File: config.mk
export PLATFORM = sky130hd
export DESIGN_NAME = myers_bitvector_approx_match
export DESIGN_NICKNAME = d
export VERILOG_FILES = /design/src/hdl/mbam_pkg.sv /design/src/hdl/myers_bitvector_approx_match.sv
export SDC_FILE = /design/constraint.sdc
export NUM_CORES = 2
export LEC_CHECK = 0
export CAP_MARGIN = 20
export CORE_MARGIN = 10
export CORE_UTILIZATION = 35
export DETAILED_ROUTE_END_ITERATION = 7
export DONT_BUFFER_PORTS = 1
export GPL_ROUTABILITY_DRIVEN = 0
export PLACE_DENSITY = 0.47
export SYNTH_ARGS = -nofsm -noshare
export SYNTH_HDL_FRONTEND = slang
export SYNTH_SLANG_ARGS = --single-unit
File: constraint.sdc
create_clock -name i_clk -period 12.18 [get_ports i_clk]
set_input_delay 3.654 -clock i_clk [delete_from_list [all_inputs] [get_ports i_clk]]
set_output_delay 3.654 -clock i_clk [all_outputs]
set_load 0.02 [all_outputs]
File: src/hdl/mbam_pkg.sv
// Shared types and constants for the bit-vector approximate matcher.
package mbam_pkg;

    localparam int PATTERN_BITS_DEF  = 64;
    localparam int ALPHABET_SIZE_DEF = 4;

    localparam int SYM_W      = 2;
    localparam int POS_W      = 32;
    localparam int DIST_W     = 7;
    localparam int LEN_W      = 7;
    localparam int CFG_IDX_W  = 3;
    localparam int CFG_DATA_W = 64;
    localparam int NUM_EQ     = 4;

    localparam int IN_DATA_W  = 40;   // symbol + position, padded to bytes
    localparam int OUT_DATA_W = 40;   // position + distance, padded to bytes

    localparam int FIFO_DEPTH = 8;
    localparam int FIFO_AW    = 3;
    localparam int FIFO_CW    = 4;

    localparam logic [DIST_W-1:0] SCORE_MAX = '1;

    typedef enum logic [CFG_IDX_W-1:0] {
        CFG_PATTERN_LENGTH    = 3'd0,
        CFG_THRESHOLD         = 3'd1,
        CFG_REMOVE_REDUNDANCY = 3'd2,
        CFG_EQ_SYMBOL0        = 3'd3,
        CFG_EQ_SYMBOL1        = 3'd4,
        CFG_EQ_SYMBOL2        = 3'd5,
        CFG_EQ_SYMBOL3        = 3'd6
    } t_cfg_index;

    typedef struct packed {
        logic [POS_W-1:0]  position;
        logic [DIST_W-1:0] distance;
        logic              last;
    } t_result;

endpackage

File: src/hdl/myers_bitvector_approx_match.sv
// Streaming Myers bit-vector approximate matcher with run merging.
//
// Input stream (s_axis): one sequence symbol per transaction, positions in
// descending order. tuser marks a separator (restarts the recurrence), tlast
// marks the final symbol of a stream (flushes any pending match and restarts).
// Output stream (m_axis): match reports, start position and edit distance;
// tlast is set on the last report caused by one input symbol (at most two).
// Configuration channel (i_cfg_*): register writes, taken every cycle; write
// only while the block is idle.
// A symbol is registered at the input and evaluated in the next cycle; its
// reports enter the output queue at the end of that cycle and are presented on
// m_axis from the head of the queue.
// Throughput: one symbol per cycle while s_axis_tready is high; the recurrence
// is one PATTERN_BITS-wide add plus logic in a single stage. Symbols that raise
// two reports are drained through an 8-entry output queue.
// s_axis_tready drops while the queue holds more than four reports, so a
// stalled receiver backs up to the sender and nothing is lost.
// Reset (synchronous, active low) restores the configuration registers to their
// defaults, clears the recurrence, the pending match and the output queue.
module myers_bitvector_approx_match #(
    parameter int PATTERN_BITS  = mbam_pkg::PATTERN_BITS_DEF,
    parameter int ALPHABET_SIZE = mbam_pkg::ALPHABET_SIZE_DEF
) (
    input  logic                            i_clk,
    input  logic                            i_rst_n,
    // config write channel
    input  logic                            i_cfg_valid,
    output logic                            o_cfg_ready,
    input  logic [mbam_pkg::CFG_IDX_W-1:0]  i_cfg_index,
    input  logic [mbam_pkg::CFG_DATA_W-1:0] i_cfg_data,
    // input symbols
    input  logic                            s_axis_tvalid,
    output logic                            s_axis_tready,
    input  logic [mbam_pkg::IN_DATA_W-1:0]  s_axis_tdata,  // [1:0] symbol, [33:2] position
    input  logic                            s_axis_tuser,  // is_separator
    input  logic                            s_axis_tlast,  // is_last
    // match reports
    output logic                            m_axis_tvalid,
    input  logic                            m_axis_tready,
    output logic [mbam_pkg::OUT_DATA_W-1:0] m_axis_tdata,  // [31:0] position, [38:32] distance
    output logic                            m_axis_tlast   // last_of_run
);
    import mbam_pkg::*;

    localparam int LIDX_W = $clog2(PATTERN_BITS);

    // configuration
    logic [LIDX_W-1:0]       r_len_idx;      // effective length - 1
    logic [DIST_W-1:0]       r_threshold;
    logic                    r_remove_red;
    logic [PATTERN_BITS-1:0] r_eq [NUM_EQ];

    // input register
    logic                    r_in_valid;
    logic [SYM_W-1:0]        r_in_symbol;
    logic                    r_in_sep;
    logic [POS_W-1:0]        r_in_pos;
    logic                    r_in_last;

    // recurrence and run state
    logic [PATTERN_BITS-1:0] r_pv, n_pv;
    logic [PATTERN_BITS-1:0] r_mv, n_mv;
    logic [DIST_W-1:0]       r_score, n_score;
    logic                    r_pend_valid, n_pend_valid;
    logic [POS_W-1:0]        r_pend_pos, n_pend_pos;
    logic [DIST_W-1:0]       r_pend_dist, n_pend_dist;

    // output queue
    t_result                 r_fifo [FIFO_DEPTH];
    logic [FIFO_AW-1:0]      r_wr, r_rd;
    logic [FIFO_CW-1:0]      r_cnt;

    logic                    s_accept, m_accept;
    logic [LEN_W-1:0]        cfg_len;
    logic [LIDX_W-1:0]       cfg_len_idx;
    logic [DIST_W-1:0]       restart_score;

    logic [PATTERN_BITS-1:0] eq, xv, xh, ph, mh, ph_sh;
    logic                    res_a_valid, res_b_valid;
    t_result                 res_a, res_b, push0, push1;
    logic [1:0]              push_cnt;

    assign s_accept      = s_axis_tvalid & s_axis_tready;
    assign m_accept      = m_axis_tvalid & m_axis_tready;
    assign o_cfg_ready   = 1'b1;
    assign s_axis_tready = (r_cnt <= FIFO_CW'(FIFO_DEPTH - 4));

    assign m_axis_tvalid = (r_cnt != '0);
    assign m_axis_tdata  = {{(OUT_DATA_W - POS_W - DIST_W){1'b0}},
                            r_fifo[r_rd].distance, r_fifo[r_rd].position};
    assign m_axis_tlast  = r_fifo[r_rd].last;

    // length clamp: zero acts as one, anything above the vector width saturates
    assign cfg_len = i_cfg_data[LEN_W-1:0];
    always_comb begin
        if (cfg_len == '0) begin
            cfg_len_idx = '0;
        end else if (cfg_len > LEN_W'(PATTERN_BITS)) begin
            cfg_len_idx = LIDX_W'(PATTERN_BITS - 1);
        end else begin
            cfg_len_idx = LIDX_W'(cfg_len - LEN_W'(1));
        end
    end

    assign restart_score = DIST_W'(r_len_idx) + DIST_W'(1);

    always_ff @(posedge i_clk) begin
        if (!i_rst_n) begin
            r_len_idx    <= LIDX_W'(PATTERN_BITS - 1);
            r_threshold  <= '0;
            r_remove_red <= 1'b1;
            for (int i = 0; i < NUM_EQ; i++) begin
                r_eq[i] <= '0;
            end
        end else if (i_cfg_valid) begin
            case (i_cfg_index)
                CFG_PATTERN_LENGTH:    r_len_idx    <= cfg_len_idx;
                CFG_THRESHOLD:         r_threshold  <= i_cfg_data[DIST_W-1:0];
                CFG_REMOVE_REDUNDANCY: r_remove_red <= i_cfg_data[0];
                CFG_EQ_SYMBOL0:        r_eq[0]      <= i_cfg_data[PATTERN_BITS-1:0];
                CFG_EQ_SYMBOL1:        r_eq[1]      <= i_cfg_data[PATTERN_BITS-1:0];
                CFG_EQ_SYMBOL2:        r_eq[2]      <= i_cfg_data[PATTERN_BITS-1:0];
                CFG_EQ_SYMBOL3:        r_eq[3]      <= i_cfg_data[PATTERN_BITS-1:0];
                default: ;
            endcase
        end
    end

    always_ff @(posedge i_clk) begin
        if (!i_rst_n) begin
            r_in_valid <= 1'b0;
        end else begin
            r_in_valid <= s_accept;
        end
    end

    always_ff @(posedge i_clk) begin
        if (s_accept) begin
            r_in_symbol <= s_axis_tdata[SYM_W-1:0];
            r_in_pos    <= s_axis_tdata[SYM_W+POS_W-1:SYM_W];
            r_in_sep    <= s_axis_tuser;
            r_in_last   <= s_axis_tlast;
        end
    end

    // Myers recurrence step
    always_comb begin
        eq    = (32'(r_in_symbol) < ALPHABET_SIZE) ? r_eq[r_in_symbol] : '0;
        xv    = eq | r_mv;
        xh    = (((eq & r_pv) + r_pv) ^ r_pv) | eq;
        ph    = r_mv | ~(xh | r_pv);
        mh    = r_pv & xh;
        ph_sh = ph << 1;
    end

    always_comb begin
        n_pv         = r_pv;
        n_mv         = r_mv;
        n_score      = r_score;
        n_pend_valid = r_pend_valid;
        n_pend_pos   = r_pend_pos;
        n_pend_dist  = r_pend_dist;
        res_a_valid  = 1'b0;
        res_b_valid  = 1'b0;
        res_a        = '{position: r_pend_pos, distance: r_pend_dist, last: 1'b1};
        res_b        = res_a;

        if (r_in_valid) begin
            if (r_in_sep) begin
                n_pv    = '1;
                n_mv    = '0;
                n_score = restart_score;
            end else begin
                if (ph[r_len_idx]) begin
                    if (r_score != SCORE_MAX) n_score = r_score + DIST_W'(1);
                end else if (mh[r_len_idx]) begin
                    if (r_score != '0) n_score = r_score - DIST_W'(1);
                end
                n_pv = (mh << 1) | ~(xv | ph_sh);
                n_mv = ph_sh & xv;

                if (n_score <= r_threshold) begin
                    if (r_remove_red) begin
                        if (r_pend_valid) begin
                            if (r_in_pos + POS_W'(1) == r_pend_pos) begin
                                // same run: start moves only on strict improvement
                                if (n_score < r_pend_dist) begin
                                    n_pend_pos  = r_in_pos;
                                    n_pend_dist = n_score;
                                end
                            end else begin
                                res_a_valid = 1'b1;
                                n_pend_pos  = r_in_pos;
                                n_pend_dist = n_score;
                            end
                        end else begin
                            n_pend_valid = 1'b1;
                            n_pend_pos   = r_in_pos;
                            n_pend_dist  = n_score;
                        end
                    end else begin
                        res_a_valid    = 1'b1;
                        res_a.position = r_in_pos;
                        res_a.distance = n_score;
                    end
                end
            end

            if (r_in_last) begin
                res_b_valid    = n_pend_valid;
                res_b.position = n_pend_pos;
                res_b.distance = n_pend_dist;
                n_pend_valid   = 1'b0;
                n_pv           = '1;
                n_mv           = '0;
                n_score        = restart_score;
            end
        end

        res_a.last = !res_b_valid;
        push0      = res_a_valid ? res_a : res_b;
        push1      = res_b;
        push_cnt   = {1'b0, res_a_valid} + {1'b0, res_b_valid};
    end

    always_ff @(posedge i_clk) begin
        if (!i_rst_n) begin
            r_pv         <= '1;
            r_mv         <= '0;
            r_score      <= DIST_W'(PATTERN_BITS);
            r_pend_valid <= 1'b0;
            r_pend_pos   <= '0;
            r_pend_dist  <= '0;
        end else begin
            r_pv         <= n_pv;
            r_mv         <= n_mv;
            r_score      <= n_score;
            r_pend_valid <= n_pend_valid;
            r_pend_pos   <= n_pend_pos;
            r_pend_dist  <= n_pend_dist;
        end
    end

    always_ff @(posedge i_clk) begin
        if (push_cnt != 2'd0) begin
            r_fifo[r_wr] <= push0;
        end
        if (push_cnt == 2'd2) begin
            r_fifo[r_wr + FIFO_AW'(1)] <= push1;
        end
    end

    always_ff @(posedge i_clk) begin
        if (!i_rst_n) begin
            r_wr  <= '0;
            r_rd  <= '0;
            r_cnt <= '0;
        end else begin
            r_wr  <= r_wr + FIFO_AW'(push_cnt);
            r_rd  <= r_rd + FIFO_AW'(m_accept);
            r_cnt <= r_cnt + FIFO_CW'(push_cnt) - FIFO_CW'(m_accept);
        end
    end

endmodule
# == After elaboration in Yosys (flattened, before gate mapping) ==
# Memories as Yosys holds them, arrays and structs flattened. A register that Yosys moved wholly into a read port is not among the register bits.
# Cells that the tools add are included.
# classes
addsub,12
magnitude_cmp,5
eq_ne,9
n_mux,76
bitwise,18
n_reduce_logical,9
# op_table
op,count
$mux W64,8
$or A64 B64 Y64,6
$mux W39,6
$and A64 B64 Y64,3
$mux W32,6
$not A64 Y64,2
$mux W7,14
$add A64 B64 Y64,1
$xor A64 B64 Y64,1
$mux W40,1
$mux W1,35
$add A32 B1 Y32 const B,1
$eq A32 B32 Y1,1
$bmux W1 S6,2
$mux W6,2
$eq A3 B3 Y1 const B,3
$add A6 B1 Y7 const B,1
$add A7 B1 Y7 const B,1
$gt A7 B7 Y1 const B,1
$le A7 B7 Y1,1
$logic_not A7 Y1,1
$lt A6 B7 Y1 const B,1
$lt A7 B7 Y1,1
$ne A7 B7 Y1 const B,1
22 further kinds,29
# word_totals
register_bits,236
ramBits,576
inputBits,114
out_inout_bits,44
mem_count,2
# memory_table
memory,words,width,read_ports,rd_clocked_by_memory_dff,wr,line_no,rtl
r_fifo,8,40,1,1,2,myers_bitvector_approx_match.sv:69,t_result r_fifo [FIFO_DEPTH];
r_eq,4,64,1,1,4,myers_bitvector_approx_match.sv:51,logic [PATTERN_BITS-1:0] r_eq [NUM_EQ];

# == Depth between registers and ports, before layout ==
# depth
depth_word,22
ltp_mapped,42
depth_no_buf,37

# == Worst setup path before layout ==
# OpenSTA, ideal clock, no wires.
# synth_timing
path_type,input to register
start,input i_cfg_index[1] (netlist name)
end,memory r_eq[1][0] (netlist name) (enable)
arrival_ns,8.605
t_required_ns,11.600
setup_slack_ns,2.995
stages,2
path_cell_list,clkbuf_1 o31ai_1
# synth_rtl
element,line_no,rtl
start: declaration,myers_bitvector_approx_match.sv:29,"input logic [mbam_pkg::CFG_IDX_W-1:0] i_cfg_index,"
end: declaration,myers_bitvector_approx_match.sv:51,

==> reports/qor.yml <==
syn_nets: 4385
wl_met3_mm: 9.44
cts_inserted_buffers: 95
timing.final.ws_setup_ns: 1.33
cts_sinks: 813
crit_slowest_cell: "nor4_1"
drt_iter0_drc: 3213
leakage_nw: 17.3
ctsResizeCount: 0
fin_total_pwr_mw: 8.95
syn_inst: 4234
clkLatencyLatePin_ns: 0.74
tritoncts: "done"
die_h_um: 385
antennaDiodeCount: 0
drt-pass1-iter-count: 8
rsz0062_at_grt: "false"
synth-seq-cells: 813
clockPowerShare_pct: 32.2
root_buffer: "clkbuf_16"
portBuffers: 0
slowest_delay_ns: 1.03
worst_slew_pin_slew_ns: 1.21
fin_cells: 5863
start_util_pct: 35.3
die-area_mm2: 0.148
dpl.hpwl_mm: 104
cp.required_ns: 12.75
rows: 133
grt_max_degree: 86
synthArstFlopShare_pct: 0
drive_gt1_share_pct: 12.5
hold_viol_final: 0
drc_errors: 0
synth_warnings: 0
fin_util_pct: 38.7
vias: 35039
sequentialPowerShare_pct: 38.2
cts_setup_buffers: 0
die_w_um: 385
ir_worst_vdd_uv: 113
ant_nets: 0
grt_pass1_wl_mm: 240
hold_class: "reg2reg"
dp_slack_ns: 1.43
via_per_inst: 5.98
worst_path_most_repeated_cell: "o21ai_0"
cts.htree.levels: 3
fmax_ghz: 0.0921
first_global_vias: 35000
critical_path_class: "reg2reg"
tns_ns: 0
switching_share_pct: 35.8
grt.overflow.total: 0
crit_path_end_kind: "register"
top_layer_used: "met4"
internal_power_mw: 5.75
slew_viol_final: 0
cp_max_fo: 47
antenna_found_initial: 4
critPathLaunchType: "register"
power-per-cell-area_mw_per_mm2: 176
cap_violations: 0
final_common_cell: "edfxtp_1"
setup_viol: 0
wl_per_cell_um: 27.8
synth_edf_count: 604
syn-mean-instance-area_um2: 11.0
status: "finished clean"
ys_seq_area_share_pct: 48.0
drt_wl_total_mm: 163
wl_met2_mm: 79.7
timing.final.crit_share_pct: 89.1
coreArea_mm2: 0.132
critPathArrivalTime_ns: 11.42
synth.distinct_cells: 111
comb_power_share_pct: 29.6
clk_pin_slew_ns: 0.06
met1Wirelength_mm: 68.2
io-pin-count: 158
synth-main-ff-cell: "edfxtp_1"
netlist_area_mm2: 0.0465
cts_max_path_buffers: 3
netSwitchingPower_mw: 3.20
cts_hold_buf: 0
final_cell_mix: "edfxtp_1 (604), a22o_1 (319), and2_1 (297)"
placedCellCount: 5687
nets: 4180
grt_use_total_pct: 21.3
fin_crit_ns: 10.85
relSlewSlack_pct: 18.4
fin_worst_skew_ns: 0.0443
fill_cells: 12903
area_delta_synth_final_pct: 9.48
-- cell families (layout without fill, tap and decap cells) --
kind of cell             after synthesis  in the layout  synth area share (%)
AND/OR/NAND/NOR                     1345           1345                  15.3
buffers and inverters                467            341                  4.34
other                                  2              2                0.0161
flip-flops                           813            813                  48.0
AO/OA/AOI/OAI                       1179           1179                  19.0
adder cells (fa/ha/maj)               91             91                  2.19
XOR/XNOR                              58             58                  1.09
multiplexers                         279            279                  10.2
-- through the flow --
stage	hold slack, ns	cell area [µm²]
6_report	0.480	50900
5_1_grt	0.492	50900
4_1_cts	0.487	50900
3_5_place_dp	0.463	47800
3_3_place_gp	0.473	47800
2_1_floorplan	0.448	46500
-- flip-flops by register name (all words and copies together) (netlist names), 3 cells and up, named ones only --
name and cells:
r_wr 3, r_score 7, r_pv 64, r_pend_dist 7, r_len_idx 6, r_in_pos 32, r_mv 63, r_fifo 320
r_eq 256, r_pend_pos 32, r_cnt 4, r_rd 3, r_threshold 7
-- final timing paths --
check                           start                       to  slack (ns)  cells past startpoint
max                          register  r_fifo[7][10]$_DFFE_PP_        1.33                     29
min          r_in_symbol[1]$_DFFE_PP_                 register        0.48                      1
max reg2reg                  register  r_fifo[7][10]$_DFFE_PP_        1.33                     29
min reg2reg  r_in_symbol[1]$_DFFE_PP_                 register        0.48                      1
-- final cells by class --
| cell class | count | area (µm²) | area share [%] |
|---|---|---|---|
| clock buffers | 130 | 2650 | 5.20 |
| clock inverters | 46 | 459 | 0.901 |
| inverters | 94 | 355 | 0.697 |
| multi-input cells | 2954 | 22400 | 43.9 |
| flip-flops and latches | 813 | 22300 | 43.9 |
| well taps | 1755 | 2200 | 4.31 |
| repair buffers | 71 | 596 | 1.17 |
-- synth_stat cells, types with 12 or more instances --
| cell | n | area share (%) |
|---|---|---|
| nor2b_1 | 28 | 0.38 |
| or3_1 | 34 | 0.46 |
| xnor2_1 | 34 | 0.64 |
| xor2_1 | 24 | 0.45 |
| edfxtp_1 | 604 | 39 |
| nand4_1 | 28 | 0.38 |
| inv_1 | 90 | 0.73 |
| and3_1 | 33 | 0.44 |
| mux2_2 | 56 | 1.4 |
| maj3_1 | 54 | 1.2 |
| mux4_2 | 150 | 7.3 |
| and2_1 | 297 | 4.0 |
| a21o_1 | 51 | 0.82 |
| a22o_1 | 326 | 6.1 |
| buf_6 | 20 | 0.48 |
| o211ai_1 | 28 | 0.45 |
| o21a_1 | 33 | 0.53 |
| mux2i_1 | 73 | 1.6 |
| buf_1 | 31 | 0.25 |
| a21oi_1 | 157 | 1.7 |
| o311ai_0 | 19 | 0.36 |
| a31oi_1 | 26 | 0.35 |
| a22oi_1 | 18 | 0.29 |
| o31ai_1 | 24 | 0.39 |
| a211oi_1 | 80 | 1.3 |
| o22ai_1 | 73 | 0.98 |
| buf_2 | 64 | 0.69 |
| ha_1 | 35 | 0.94 |
| nor4_1 | 46 | 0.62 |
| nand2_1 | 237 | 1.9 |
| nor2_1 | 276 | 2.2 |
| dfxtp_1 | 209 | 9.0 |
| nand2b_1 | 38 | 0.51 |
| and4_1 | 15 | 0.28 |
| clkbuf_1 | 248 | 2.0 |
| nor3_1 | 145 | 1.6 |
| nand3_1 | 83 | 0.89 |
| o21ai_0 | 149 | 1.6 |
| nand3b_1 | 12 | 0.19 |
-- layer usage --
| metal | GRT usage (%) | up-vias |
|---|---|---|
| met5 | 0 | - |
| met4 | 6.77 | 0 |
| met3 | 3.46 | 277 |
| met2 | 36.9 | 1206 |
| met1 | 27.1 | 17562 |
| li1 | - | 15994 |
-- worst max-delay path: cells and delay by family, from the launching register on --
family,cells,cell delay [ns]
adders and majority gates,2,0.71
buffers and inverters,2,0.63
and+or+nand+nor,12,3.70
AOI/OAI and AO/OA,12,4.36
DFF,1,0.77
muxes,1,0.37
-- power groups by stage --
stage	registers (mW)	clock network, mW	logic [mW]
global route	3.45	3.04	2.87
detailed placement	3.48	0	2.64
floorplan	3.25	0	2.06
finish	3.42	2.88	2.65
global placement	3.48	0	2.64
CTS	3.42	2.94	2.65
(Power assumes the default switching activity.)
